[src/hdl/b64d_pkg.sv]
`timescale 1ns / 1ps
// ---------------------------------------------------------------------------
// b64d_pkg
// Shared types, codes and the character lookup of the base64 decoder.
// ---------------------------------------------------------------------------
package b64d_pkg;

    localparam logic [7:0] SYM_PAD = 8'h3D;

    typedef enum logic [1:0] {
        STATUS_OK       = 2'd0,
        STATUS_LENGTH   = 2'd1,
        STATUS_BAD_CHAR = 2'd2,
        STATUS_DANGLING = 2'd3
    } b64d_status_t;

    // one queue entry: one to three result words
    typedef struct packed {
        logic [2:0][7:0] bytes;
        logic [1:0]      count;
        logic            valid_bytes;
        logic            msg_end;
        b64d_status_t    status;
    } b64d_group_t;

    // bit 6 set: not in the alphabet; bits 5:0: sextet value
    function automatic logic [6:0] sextet_of(input logic [7:0] c);
        logic [6:0] r;
        r = 7'h40;
        if (c >= 8'h41 && c <= 8'h5A) begin
            r = {1'b0, 6'(c - 8'h41)};
        end else if (c >= 8'h61 && c <= 8'h7A) begin
            r = {1'b0, 6'(c - 8'h61 + 8'd26)};
        end else if (c >= 8'h30 && c <= 8'h39) begin
            r = {1'b0, 6'(c - 8'h30 + 8'd52)};
        end else if (c == 8'h2B) begin
            r = {1'b0, 6'd62};
        end else if (c == 8'h2F) begin
            r = {1'b0, 6'd63};
        end
        return r;
    endfunction

endpackage

[src/hdl/b64d_front.sv]
`timescale 1ns / 1ps
// ---------------------------------------------------------------------------
// b64d_front
// Accepts characters, classifies them, packs sextets and builds groups of
// result words for the queue.
// ---------------------------------------------------------------------------
module b64d_front (
    input  logic                 aclk,
    input  logic                 aresetn,
    input  logic                 s_axis_tvalid,
    output logic                 s_axis_tready,
    input  logic [7:0]           s_axis_tdata,   // [7:0] symbol
    input  logic                 s_axis_tlast,   // last_symbol
    output logic                 push,
    output b64d_pkg::b64d_group_t group_out,
    input  logic                 queue_full
);

    logic [17:0] acc_reg, acc_next;
    logic [1:0]  cnt_reg, cnt_next;
    logic [1:0]  phase_reg, phase_next;
    logic        pad_reg, pad_next;
    logic        bad_reg, bad_next;

    logic        fire;
    logic        has_out;
    logic        complete;
    logic        active;
    logic [6:0]  lookup;
    logic [23:0] word;
    b64d_pkg::b64d_status_t status;

    assign s_axis_tready = !queue_full;
    assign fire          = s_axis_tvalid && s_axis_tready;
    assign push          = fire && has_out;

    always_comb begin
        lookup     = b64d_pkg::sextet_of(s_axis_tdata);
        active     = !pad_reg && !bad_reg;
        word       = {acc_reg, lookup[5:0]};
        phase_next = phase_reg + 2'd1;
        acc_next   = acc_reg;
        cnt_next   = cnt_reg;
        pad_next   = pad_reg;
        bad_next   = bad_reg;
        complete   = 1'b0;
        status     = b64d_pkg::STATUS_OK;

        if (active) begin
            if (s_axis_tdata == b64d_pkg::SYM_PAD) begin
                pad_next = 1'b1;
            end else if (lookup[6]) begin
                bad_next = 1'b1;
            end else if (cnt_reg == 2'd3) begin
                complete = 1'b1;
                acc_next = '0;
                cnt_next = '0;
            end else begin
                acc_next = {acc_reg[11:0], lookup[5:0]};
                cnt_next = cnt_reg + 2'd1;
            end
        end

        group_out.bytes[0]    = word[23:16];
        group_out.bytes[1]    = word[15:8];
        group_out.bytes[2]    = word[7:0];
        group_out.count       = 2'd3;
        group_out.valid_bytes = 1'b1;
        group_out.msg_end     = 1'b0;
        group_out.status      = b64d_pkg::STATUS_OK;
        has_out               = complete;

        if (s_axis_tlast) begin
            if (phase_next != 2'd0) begin
                status = b64d_pkg::STATUS_LENGTH;
            end else if (bad_next) begin
                status = b64d_pkg::STATUS_BAD_CHAR;
            end else if (cnt_next == 2'd1) begin
                status = b64d_pkg::STATUS_DANGLING;
            end

            has_out           = 1'b1;
            group_out.msg_end = 1'b1;
            group_out.status  = status;

            if (status != b64d_pkg::STATUS_OK) begin
                group_out.bytes       = '0;
                group_out.count       = 2'd1;
                group_out.valid_bytes = 1'b0;
            end else if (cnt_next == 2'd2) begin
                group_out.bytes    = '0;
                group_out.bytes[0] = acc_next[11:4];
                group_out.count    = 2'd1;
            end else if (cnt_next == 2'd3) begin
                group_out.bytes    = '0;
                group_out.bytes[0] = acc_next[17:10];
                group_out.bytes[1] = acc_next[9:2];
                group_out.count    = 2'd2;
            end else if (!complete) begin
                group_out.bytes       = '0;
                group_out.count       = 2'd1;
                group_out.valid_bytes = 1'b0;
            end

            acc_next   = '0;
            cnt_next   = '0;
            phase_next = '0;
            pad_next   = 1'b0;
            bad_next   = 1'b0;
        end
    end

    always_ff @(posedge aclk) begin
        if (!aresetn) begin
            acc_reg   <= '0;
            cnt_reg   <= '0;
            phase_reg <= '0;
            pad_reg   <= 1'b0;
            bad_reg   <= 1'b0;
        end else if (fire) begin
            acc_reg   <= acc_next;
            cnt_reg   <= cnt_next;
            phase_reg <= phase_next;
            pad_reg   <= pad_next;
            bad_reg   <= bad_next;
        end
    end

endmodule

[src/hdl/b64d_fifo.sv]
`timescale 1ns / 1ps
// ---------------------------------------------------------------------------
// b64d_fifo
// Short queue of result groups between the front and back parts.
// ---------------------------------------------------------------------------
module b64d_fifo #(
    parameter int DEPTH = 4
) (
    input  logic                  aclk,
    input  logic                  aresetn,
    input  logic                  wr_en,
    input  b64d_pkg::b64d_group_t wr_data,
    output logic                  full,
    input  logic                  rd_en,
    output b64d_pkg::b64d_group_t rd_data,
    output logic                  empty
);

    localparam int PTR_W = $clog2(DEPTH);
    localparam int CNT_W = $clog2(DEPTH + 1);

    b64d_pkg::b64d_group_t mem [DEPTH];

    logic [PTR_W-1:0] wr_ptr_reg;
    logic [PTR_W-1:0] rd_ptr_reg;
    logic [CNT_W-1:0] count_reg;
    logic             do_wr;
    logic             do_rd;

    assign full    = (count_reg == CNT_W'(DEPTH));
    assign empty   = (count_reg == '0);
    assign do_wr   = wr_en && !full;
    assign do_rd   = rd_en && !empty;
    assign rd_data = mem[rd_ptr_reg];

    always_ff @(posedge aclk) begin
        if (do_wr) begin
            mem[wr_ptr_reg] <= wr_data;
        end
    end

    always_ff @(posedge aclk) begin
        if (!aresetn) begin
            wr_ptr_reg <= '0;
            rd_ptr_reg <= '0;
            count_reg  <= '0;
        end else begin
            if (do_wr) begin
                wr_ptr_reg <= (wr_ptr_reg == PTR_W'(DEPTH - 1)) ? '0 : wr_ptr_reg + 1'b1;
            end
            if (do_rd) begin
                rd_ptr_reg <= (rd_ptr_reg == PTR_W'(DEPTH - 1)) ? '0 : rd_ptr_reg + 1'b1;
            end
            case ({do_wr, do_rd})
                2'b10:   count_reg <= count_reg + 1'b1;
                2'b01:   count_reg <= count_reg - 1'b1;
                default: count_reg <= count_reg;
            endcase
        end
    end

endmodule

[src/hdl/b64d_back.sv]
`timescale 1ns / 1ps
// ---------------------------------------------------------------------------
// b64d_back
// Sends queued groups out one result word a cycle while m_axis_tready is high.
// ---------------------------------------------------------------------------
module b64d_back (
    input  logic                  aclk,
    input  logic                  aresetn,
    input  b64d_pkg::b64d_group_t head,
    input  logic                  queue_empty,
    output logic                  pop,
    output logic                  m_axis_tvalid,
    input  logic                  m_axis_tready,
    output logic [15:0]           m_axis_tdata,   // [7:0] out_byte, [9:8] status
    output logic                  m_axis_tlast,   // message_end
    output logic                  m_axis_tuser    // byte_valid
);

    b64d_pkg::b64d_group_t cur_reg;
    logic                  cur_valid_reg;
    logic [1:0]            idx_reg;

    logic       final_word;
    logic       take;
    logic [7:0] byte_out;
    logic [1:0] status_out;

    assign final_word = (idx_reg == cur_reg.count - 2'd1);
    assign take       = !cur_valid_reg || (m_axis_tready && final_word);
    assign pop        = take && !queue_empty;

    always_comb begin
        case (idx_reg)
            2'd0:    byte_out = cur_reg.bytes[0];
            2'd1:    byte_out = cur_reg.bytes[1];
            2'd2:    byte_out = cur_reg.bytes[2];
            default: byte_out = '0;
        endcase
        status_out = final_word ? cur_reg.status : b64d_pkg::STATUS_OK;
    end

    assign m_axis_tvalid = cur_valid_reg;
    assign m_axis_tdata  = {6'd0, status_out, byte_out};
    assign m_axis_tlast  = cur_reg.msg_end && final_word;
    assign m_axis_tuser  = cur_reg.valid_bytes;

    always_ff @(posedge aclk) begin
        if (!aresetn) begin
            cur_valid_reg <= 1'b0;
            idx_reg       <= '0;
        end else if (take) begin
            cur_valid_reg <= !queue_empty;
            idx_reg       <= '0;
        end else if (m_axis_tready) begin
            idx_reg <= idx_reg + 2'd1;
        end
    end

    always_ff @(posedge aclk) begin
        if (pop) begin
            cur_reg <= head;
        end
    end

endmodule

[src/hdl/base64_stream_decoder.sv]
`timescale 1ns / 1ps
// A character's results pass the group queue, then the back part's group register.
// Throughput: one character per cycle in, one result word per cycle out while
// m_axis_tready is high (the back part drains the queue at one word a cycle);
// s_axis_tready drops only while the group queue of QUEUE_DEPTH groups is full.
// Reset: synchronous, active low; clears the decoder state, queue and output.
// ---------------------------------------------------------------------------
// base64_stream_decoder
// Streaming base64 decoder: characters in, decoded bytes and status out.
// ---------------------------------------------------------------------------
module base64_stream_decoder #(
    parameter int QUEUE_DEPTH = 4
) (
    input  logic        aclk,
    input  logic        aresetn,
    input  logic        s_axis_tvalid,
    output logic        s_axis_tready,
    input  logic [7:0]  s_axis_tdata,   // [7:0] symbol
    input  logic        s_axis_tlast,   // last_symbol
    output logic        m_axis_tvalid,
    input  logic        m_axis_tready,
    output logic [15:0] m_axis_tdata,   // [7:0] out_byte, [9:8] status
    output logic        m_axis_tlast,   // message_end
    output logic        m_axis_tuser    // byte_valid
);

    b64d_pkg::b64d_group_t wr_group;
    b64d_pkg::b64d_group_t head_group;
    logic                  push;
    logic                  pop;
    logic                  queue_full;
    logic                  queue_empty;

    b64d_front u_front (
        .aclk          (aclk),
        .aresetn       (aresetn),
        .s_axis_tvalid (s_axis_tvalid),
        .s_axis_tready (s_axis_tready),
        .s_axis_tdata  (s_axis_tdata),
        .s_axis_tlast  (s_axis_tlast),
        .push          (push),
        .group_out     (wr_group),
        .queue_full    (queue_full)
    );

    b64d_fifo #(
        .DEPTH (QUEUE_DEPTH)
    ) u_fifo (
        .aclk    (aclk),
        .aresetn (aresetn),
        .wr_en   (push),
        .wr_data (wr_group),
        .full    (queue_full),
        .rd_en   (pop),
        .rd_data (head_group),
        .empty   (queue_empty)
    );

    b64d_back u_back (
        .aclk          (aclk),
        .aresetn       (aresetn),
        .head          (head_group),
        .queue_empty   (queue_empty),
        .pop           (pop),
        .m_axis_tvalid (m_axis_tvalid),
        .m_axis_tready (m_axis_tready),
        .m_axis_tdata  (m_axis_tdata),
        .m_axis_tlast  (m_axis_tlast),
        .m_axis_tuser  (m_axis_tuser)
    );

endmodule

[config.mk]
export PLATFORM = sky130hd
export DESIGN_NAME = base64_stream_decoder
export DESIGN_NICKNAME = d
export VERILOG_FILES = /design/src/hdl/b64d_pkg.sv /design/src/hdl/b64d_front.sv /design/src/hdl/b64d_fifo.sv /design/src/hdl/b64d_back.sv /design/src/hdl/base64_stream_decoder.sv
export SDC_FILE = /design/constraint.sdc
export NUM_CORES = 1
export LEC_CHECK = 0
export BUFFER_PORTS_ARGS = -buffer_cell sky130_fd_sc_hd__buf_4
export CELL_PAD_IN_SITES_DETAIL_PLACEMENT = 0
export CELL_PAD_IN_SITES_GLOBAL_PLACEMENT = 2
export CORE_MARGIN = 4
export CORE_UTILIZATION = 40
export CTS_CLUSTER_SIZE = 24
export DETAILED_ROUTE_END_ITERATION = 10
export PLACE_DENSITY_LB_ADDON = 0.15
export SETUP_SLACK_MARGIN = 0.4
export SKIP_LAST_GASP = 1
export SLEW_MARGIN = 10
export SYNTH_ARGS = -nofsm -noshare
export SYNTH_HDL_FRONTEND = slang
export SYNTH_HIERARCHICAL = 1
export SYNTH_SLANG_ARGS = --single-unit
[constraint.sdc]
create_clock -name aclk -period 9.63 [get_ports aclk]
set_clock_uncertainty 0.2 [all_clocks]
set_input_delay 0.4815 -clock aclk [delete_from_list [all_inputs] [get_ports aclk]]
set_output_delay 0.4815 -clock aclk [all_outputs]
set_load 0.02 [all_outputs]
==> metrics.log, run 1 <==
[metrics] I/O Pins: 33
[metrics] Static Leak: 0.003167 uW
[metrics] worst voltage drop across the vdd grid: 0.1240 mV
[metrics] cell row count: 53
[metrics] TritonCTS clock tree: yes
[metrics] placed cell area: 9010 sq um
[metrics] antenna violations before repair: 0
[metrics] total negative slack: 0 ps
[metrics] number of nets at the end of the flow: 666
[metrics] Rel. slew slack: 30.87%
[metrics] hold_buf cts: 0
[metrics] clock slew at the register clock pins of the worst setup and hold paths: 70 ps
[metrics] Reg2Reg Capture Point: u_fifo/mem[0][11]$_DFFE_PP_
[metrics] initial DRC count: 406
[metrics] startpoint type of the worst setup path: primary input
[metrics] syn_area_per_cell: 14.13 sq um
[metrics] commonest cells after routing, fill and taps aside: 150 x sky130_fd_sc_hd__edfxtp_1, 36 x sky130_fd_sc_hd__nor2_1, 34 x sky130_fd_sc_hd__dfxtp_1
[metrics] starting density of the core: 40.87%
[metrics] post-cts resize count: 0
[metrics] slew at the pin with the worst max-slew slack: 1022 ps
[metrics] core footprint: 21090 sq um
[metrics] Max FO, Critical Path: 15
[metrics] number of global-route vias before repair: 5036
[metrics] clk root buf: sky130_fd_sc_hd__clkbuf_16
[metrics] number of flip-flops under the largest register name: 120
[metrics] post-CTS setup buffer count: 0
[metrics] Detail Route Antenna Nets: 0
[metrics] most used flip-flop cell after synthesis: sky130_fd_sc_hd__edfxtp_1
[metrics] overall routed net length: 18.75 mm
[metrics] fraction of layout instances using a drive strength above 1: 18.94%
[metrics] endpoint required time on the critical path: 9780 ps
[metrics] Die Y: 154.8 um
[metrics] Chip Width: 154.8 um
[metrics] # Max-Cap Violations: 0
[metrics] detailed-route via count: 5140
[metrics] Synth warnings: 6
[metrics] number of search-and-repair iterations in the first detailed-routing pass: 7
[metrics] data arrival time of the critical path: 4340 ps
[metrics] worst reg2reg setup slack: 5810 ps
[metrics] wire length of the first global-routing pass: 29.44 mm
[metrics] pwr/cell area: 222.0 nW/um^2
[metrics] r2r worst-path depth: 8
[metrics] Worst Hold Endpoint: u_back/m_axis_tvalid$_SDFFE_PN0P_
[metrics] htree depth: 4
[metrics] number of remaining DRC errors: 0
[metrics] Post-synth EDFFs: 150
[metrics] most common cell after layout, fill and taps aside: sky130_fd_sc_hd__edfxtp_1
[metrics] detailed placement HPWL: 12.73 mm
[metrics] Seq/Total Area, Yosys: 60.62%
[metrics] share of synthesized flip-flops with an asynchronous set or reset: 0%
[metrics] input/output buffers: 26
[metrics] number of diodes added for antenna fixing: 0
[metrics] CTS buffer count: 17
[metrics] minimum period implied by the final worst setup slack: 4191 ps
[metrics] synthesis-to-layout area growth: 11.77%
[metrics] clk_lat worst skew: 430 ps
[metrics] kind of end point of the critical path: flop
[metrics] maximum clock path buffer count: 2
[metrics] R2R Path Start: u_front/cnt_reg[0]$_SDFFE_PN0P_
[metrics] number of pins with negative max-slew slack in the final report: 0
[metrics] classification of the worst-slack hold path: primary input to flop
[metrics] final hold violation count: 0
[metrics] number of clock sinks seen by CTS: 186
[metrics] number of library cell types mapped by synthesis: 83
[metrics] per-cell via count in the routed design: 5.593
[metrics] hold wc startpoint: m_axis_tready
[metrics] outcome: finished clean
[metrics] pin count of the biggest net entering global routing: 39
[metrics] Final setup violation count: 0
[metrics] Hold Slack: 89.79 ps
[metrics] RSZ-0062 raised after global routing: no
[metrics] wire length per cell: 20.41 um
[metrics] Worst Hold Depth: 2
[metrics] final period utilization: 43.52%
[metrics] Post-Layout Inst Area: 9634 sq um
[metrics] #FFs+latches synth: 186
[metrics] total die area: 23960 sq um
[metrics] GRT Total Usage: 16.05%
[metrics] routability congestion estimate: 0.8433
[metrics] synthesized instance count: 610
[metrics] critical path class: primary input to flop
[metrics] mapped cell area: 8620 sq um
[metrics] Achievable Freq: 238.6 MHz
[metrics] global route overflow: 0
==> where the power goes <==
group	internal (uW)	leakage (uW)	switching, uW
Combinational	164	0.00121	239
Sequential	990	0.00166	35.5
Clock	376	0.000292	334
Total	1530	0.00317	609
==> kinds of logic (layout without fill, tap and decap cells) <==
family	after synthesis	count (layout)	share of synthesized area [%]
compound gates	143	143	13.40
xor+xnor	6	6	0.6098
fa+ha+maj	22	22	3.281
buf+inv	59	88	3.585
flops	186	186	60.62
mux	37	37	8.710
other cells	1	6	0.04351
simple gates	156	156	9.755
==> worst max path at each step <==
stage / start / endpoint / slack [ps] / depth (start not counted)
CTS: s_axis_tdata[2] / u_fifo/count_reg[2]$_SDFFE_PN0P_ / 5450 / 17
detailed placement: s_axis_tdata[2] / u_fifo/count_reg[2]$_SDFFE_PN0P_ / 4990 / 17
global placement: s_axis_tdata[2] / u_fifo/count_reg[2]$_SDFFE_PN0P_ / 5140 / 17
floorplan: s_axis_tdata[2] / u_fifo/mem[0][0]$_DFFE_PP_ / 5940 / 11
global route: s_axis_tdata[2] / u_fifo/count_reg[2]$_SDFFE_PN0P_ / 5040 / 17
finish: s_axis_tdata[2] / u_fifo/count_reg[2]$_SDFFE_PN0P_ / 5440 / 17
==> Yosys cell counts, types with 6 or more instances <==
master                     number  area share (%)
sky130_fd_sc_hd__a21oi_1       14            0.81
sky130_fd_sc_hd__a222oi_1       8            0.93
sky130_fd_sc_hd__a22o_1        13             1.3
sky130_fd_sc_hd__a22oi_1       17             1.5
sky130_fd_sc_hd__a31oi_1       10            0.73
sky130_fd_sc_hd__and2_1        19             1.4
sky130_fd_sc_hd__buf_2          7            0.41
sky130_fd_sc_hd__buf_4          9            0.78
sky130_fd_sc_hd__buf_6          6            0.78
sky130_fd_sc_hd__clkbuf_1      11            0.48
sky130_fd_sc_hd__dfxtp_1       36             8.4
sky130_fd_sc_hd__edfxtp_1     150              52
sky130_fd_sc_hd__ha_1          21             3.0
sky130_fd_sc_hd__inv_1         23             1.0
sky130_fd_sc_hd__mux4_2        30             7.8
sky130_fd_sc_hd__nand2_1       29             1.3
sky130_fd_sc_hd__nand2b_1       6            0.44
sky130_fd_sc_hd__nand3_1       10            0.58
sky130_fd_sc_hd__nor2_1        36             1.6
sky130_fd_sc_hd__nor2b_1       22             1.6
sky130_fd_sc_hd__nor3_1         8            0.46
sky130_fd_sc_hd__o211ai_1       8            0.70
sky130_fd_sc_hd__o21ai_0       11            0.64
sky130_fd_sc_hd__o21ai_1        6            0.35
==> worst max-delay path: stages <==
cell	delay, ps
sky130_fd_sc_hd__buf_4	130
sky130_fd_sc_hd__inv_1	120
sky130_fd_sc_hd__ha_1	300
sky130_fd_sc_hd__nor2b_1	160
sky130_fd_sc_hd__o21ai_1	470
sky130_fd_sc_hd__a2bb2oi_2	260
sky130_fd_sc_hd__a21oi_4	500
sky130_fd_sc_hd__nand2_1	180
sky130_fd_sc_hd__a21oi_1	180
sky130_fd_sc_hd__nor2b_1	430
sky130_fd_sc_hd__inv_1	100
sky130_fd_sc_hd__ha_1	240
sky130_fd_sc_hd__inv_1	70
sky130_fd_sc_hd__fa_1	170
sky130_fd_sc_hd__xor2_1	70
sky130_fd_sc_hd__or3_1	300
sky130_fd_sc_hd__a21boi_0	160
==> layout make-up <==
cell class	count	area, sq um
inverters	23	86.33
repair buffers	33	247.7
clock inverters	15	198.9
well taps	275	344.1
fillers	1876	11450
clock buffers	17	425.4
flip-flops and latches	186	5228
multi-input cells	370	3104
==> per-layer routing <==
metal	vias to the layer above	part of all wire, %	track usage [%]
met5	-	0	0
li1	2422	-	-
met2	108	49	26.16
met1	2589	45	21.74
met3	21	3.8	3.162
met4	0	1.7	5.172
==> stage by stage <==
step / total power, uW / setup WS (ps) / std cells / utilization (%)
final: 2139 / 5439 / 919 / 45.69
after global placement: 1454 / 5140 / 887 / 42.73
after CTS: 2168 / 5446 / 919 / 45.69
after global routing: 2239 / 5035 / 919 / 45.69
after detailed placement: 1461 / 4993 / 887 / 42.73
after floorplan: 1327 / 5937 / 615 / -
No activity file was read; power rests on OpenSTA's default activity.
==> run 2, diff against run 1 <==
Settings changed: ABC_AREA from default to 1, CORE_UTILIZATION 40 to 36.
Clock period 9.63 ns to 3.4 ns, I/O delays scaled along.
==> run 2 against run 1 <==
Effect of this change: worst hold slack improved by 36 ps; sequential power rose to 3.0 times the previous value; non-clock buffer count rose by 18; clock power rose to 2.7 times the previous value.
==> metrics.log, run 2 <==
[metrics] number of diodes added for antenna fixing: 0 (unchanged)
[metrics] fraction of the core area covered by cells at the end of the flow: 41.24% (-4.4 points)
[metrics] routability congestion estimate: 0.7800 (-7.5%)
[metrics] Static Leak: 0.004046 uW (+28%)
[metrics] R2R Path Start: u_front/cnt_reg[0]$_SDFFE_PN0P_
[metrics] clk_lat worst skew: 430 ps (about the same)
[metrics] number of flip-flops under the largest register name: 120 (unchanged)
[metrics] number of library cell types mapped by synthesis: 42 (-49%)
[metrics] input/output buffers: 26 (unchanged)
[metrics] pwr/cell area: 675.5 nW/um^2 (+200%)
[metrics] Chip Width: 167.7 um (+8.4%)
[metrics] reported net switching power: 2450 uW (+300%)
[metrics] wire length of the first global-routing pass: 34.72 mm (+18%)
[metrics] post-cts resize count: 0 (unchanged)
[metrics] total negative slack: 0 ps (unchanged)
[metrics] part of the total power dissipated in combinational logic: 28.2% (+9.3 points)
[metrics] kind of end point of the critical path: flop
[metrics] cell repeated most along the worst path: sky130_fd_sc_hd__inv_1
[metrics] maximum clock path buffer count: 2 (unchanged)
[metrics] Synth warnings: 6 (unchanged)
[metrics] Rel. slew slack: 45.13% (+14 points)
[metrics] fraction of synthesized cell area taken by the top area cell type: 49.04% (-3.2 points)
[metrics] number of remaining DRC errors: 0 (unchanged)
[metrics] CTS buffer count: 17 (unchanged)
[metrics] Crit-path slowest cell: sky130_fd_sc_hd__dfxtp_1
[metrics] Achievable Freq: 369.7 MHz
[metrics] total die area: 28130 sq um (+17%)
[metrics] multi-input logic area: 3339 sq um (+7.6%)
[metrics] share of synthesized flip-flops with an asynchronous set or reset: 0% (unchanged)
[metrics] wire length per cell: 16.44 um (-19%)
[metrics] list of cells traversed by the critical path: ha_1, inv_1, nor2_8, inv_1, a21oi_1, nand2_2, ha_4, inv_1, fa_1, a21oi_1
[metrics] per-cell via count in the routed design: 4.769 (-15%)
[metrics] classification of the worst-slack hold path: primary input to flop
[metrics] core footprint: 25110 sq um (+19%)
[metrics] number of pins with negative max-slew slack in the final report: 0 (unchanged)
[metrics] data arrival time of the critical path: 2870 ps (-1470 ps)
[metrics] most frequently used cell type in the post-synthesis netlist: sky130_fd_sc_hd__nand2_1
[metrics] slew at the pin with the worst max-slew slack: 822.2 ps (-200.1 ps)
[metrics] minimum period implied by the final worst setup slack: 2705 ps
[metrics] hold wc startpoint: s_axis_tdata[6]
[metrics] number of clock sinks seen by CTS: 186 (unchanged)
[metrics] synthesis-to-layout area growth: 12.74%
[metrics] internal power contribution: 4545 uW (+200%)
[metrics] Post-synth top cells: 237 x sky130_fd_sc_hd__nand2_1, 150 x sky130_fd_sc_hd__edfxtp_1, 125 x sky130_fd_sc_hd__nor2_1
[metrics] synthesized instance count: 977 (+60%)
[metrics] syn_area_per_cell: 9.401 sq um (-33%)
[metrics] #FFs+latches synth: 186 (unchanged)
[metrics] Seq/Total Area, Yosys: 56.89% (-3.7 points)
[metrics] cell type with the largest total area after synthesis: sky130_fd_sc_hd__edfxtp_1
[metrics] number of filler instances in the final layout: 2560 (+36%)
[metrics] sequential fraction of design power: 44.2% (-3.7 points)
[metrics] Max FO, Critical Path: 8 (-7)
[metrics] most used flip-flop cell after synthesis: sky130_fd_sc_hd__edfxtp_1
[metrics] fraction of layout instances using a drive strength above 1: 12.43% (-6.5 points)
[metrics] detailed-route via count: 6410 (+25%)
[metrics] number of nets at the end of the flow: 1036 (+56%)
[metrics] Final Non-Filler Cells: 1344 (+46%)
[metrics] commonest cells after routing, fill and taps aside: 237 x sky130_fd_sc_hd__nand2_1, 150 x sky130_fd_sc_hd__edfxtp_1, 121 x sky130_fd_sc_hd__nor2_1
[metrics] antenna violations before repair: 0 (unchanged)
[metrics] final hold violation count: 0 (unchanged)
[metrics] critical path class: flop to flop
[metrics] final period utilization: 79.57%
[metrics] number of search-and-repair iterations in the first detailed-routing pass: 4 (-3)
[metrics] pin count of the biggest net entering global routing: 61 (+56%)
[metrics] Final setup violation count: 0 (unchanged)
[metrics] Post-Place Cells: 1308 (+47%)
[metrics] I/O Pins: 33 (unchanged)
[metrics] outcome: finished clean
[metrics] detailed placement HPWL: 15.10 mm (+19%)
[metrics] initial DRC count: 415 (+2.2%)
[metrics] clock slew at the register clock pins of the worst setup and hold paths: 80 ps (about the same)
[metrics] clk root buf: sky130_fd_sc_hd__clkbuf_16
[metrics] htree depth: 4 (unchanged)
[metrics] global route overflow: 0 (unchanged)
[metrics] mapped cell area: 9185 sq um (+6.6%)
[metrics] maximum cell stage delay along the critical path: 450 ps (-50 ps)
[metrics] RSZ-0062 raised after global routing: no
[metrics] share of total power in the clock network: 27.6% (-5.6 points)
[metrics] storage element area: 5226 sq um (about the same)
[metrics] TritonCTS clock tree: yes
[metrics] cell row count: 58 (+9.4%)
[metrics] GRT Total Usage: 15.92% (-0.13 points)
[metrics] # Max-Cap Violations: 0 (unchanged)
[metrics] overall routed net length: 22.10 mm (+18%)
[metrics] top area cells in the synthesized netlist: sky130_fd_sc_hd__edfxtp_1 49%, sky130_fd_sc_hd__nand2_1 9.7%, sky130_fd_sc_hd__dfxtp_1 7.8%
[metrics] Detail Route Antenna Nets: 0 (unchanged)
[metrics] most common cell after layout, fill and taps aside: sky130_fd_sc_hd__nand2_1
[metrics] startpoint type of the worst setup path: flop
[metrics] endpoint required time on the critical path: 3560 ps (-6220 ps)
[metrics] Critical Path Start: u_front/cnt_reg[0]$_SDFFE_PN0P_
[metrics] Post-synth EDFFs: 150 (unchanged)
[metrics] number of global-route vias before repair: 6182 (+23%)
[metrics] switching power share of the total: 35.02% (+6.6 points)
[metrics] Die Y: 167.7 um (+8.4%)
[metrics] starting density of the core: 36.58% (-4.3 points)
[metrics] worst voltage drop across the vdd grid: 0.3261 mV (+160%)
-- run 2: changes by cell type in the layout (fill, tap and decap cells not counted), moves of 22 or more --
cell	delta
sky130_fd_sc_hd__nand3_1	+34
sky130_fd_sc_hd__inv_1	+57
sky130_fd_sc_hd__o21ai_1	+24
sky130_fd_sc_hd__nand2_1	+208
sky130_fd_sc_hd__o22ai_1	+30
sky130_fd_sc_hd__o21ai_0	+39
sky130_fd_sc_hd__a21oi_1	+28
sky130_fd_sc_hd__nor2_1	+85
sky130_fd_sc_hd__nor2b_1	-22
sky130_fd_sc_hd__mux4_2	-30
-- run 2: final timing paths --
kind                                            end  slack (ps)  cells past startpoint
setup reg to reg   u_fifo/count_reg[1]$_SDFFE_PN0P_         690                     10
hold / removal         u_front/pad_reg$_SDFFE_PN0P_         130                      6
hold reg to reg   u_front/phase_reg[1]$_SDFFE_PN0P_         270                      2
setup / recovery   u_fifo/count_reg[1]$_SDFFE_PN0P_         690                     10
-- run 2: critical path: cells and delay by family, from the launching register on --
kind,cells,cell delay (ps)
flops,1,450
fa+ha+maj,3,960
compound gates,2,310
buf+inv,3,380
simple gates,2,330
-- run 2: cell type report --
class                   instances  area share (%)
clock buffers                  18           4.145
clock inverters                14           1.498
inverters                      87           3.250
multi-input cells             658           32.25
flip-flops and latches        186           50.47
well taps                     330           3.987
repair buffers                 51           4.398
-- run 2: per-layer routing --
layer  vias up  share of wire [%]  track usage, %
met4         0               0.88           3.317
li1       3317                  -               -
met2        86                 48           27.00
met3        15                2.8           2.762
met1      2992                 48           21.58
met5         -                  0               0
-- run 2: through the flow --
stage	cell area, sq um	hold slack (ps)	total power (uW)	setup WS (ps)
2_1_floorplan	9258	80.92	4562	411.1
3_5_place_dp	9731	263.9	5156	287.5
6_report	10350	125.7	6995	694.8
3_3_place_gp	9731	258.2	5163	313.4
4_1_cts	10350	102.1	7090	658.9
5_1_grt	10350	159.6	7428	485.9
-- run 2: cell families (layout without fill, tap and decap cells) --
| group | after synthesis | count (layout) | synth area share, % |
|---|---|---|---|
| DFF | 186 | 186 | 56.89 |
| AOI/OAI and AO/OA | 169 | 169 | 10.05 |
| buffers and inverters | 138 | 170 | 7.533 |
| adders and majority gates | 22 | 22 | 3.079 |
| and+or+nand+nor | 453 | 453 | 21.65 |
| xor gates and xnor gates | 8 | 8 | 0.7629 |
| other | 1 | 6 | 0.04083 |
-- run 2: repair_timing --
item,4_1_cts,5_1_grt
hold buffers,4,0
setup buffers,0,0
hold endpoints to repair,17,0
-- run 2: power groups by stage --
stage	Combinational, uW	Clock [uW]	Sequential (uW)
floorplan	1500	0	3060
global placement	2010	0	3150
detailed placement	2000	0	3150
CTS	2010	1980	3100
global route	2210	2080	3140
finish	1980	1930	3090
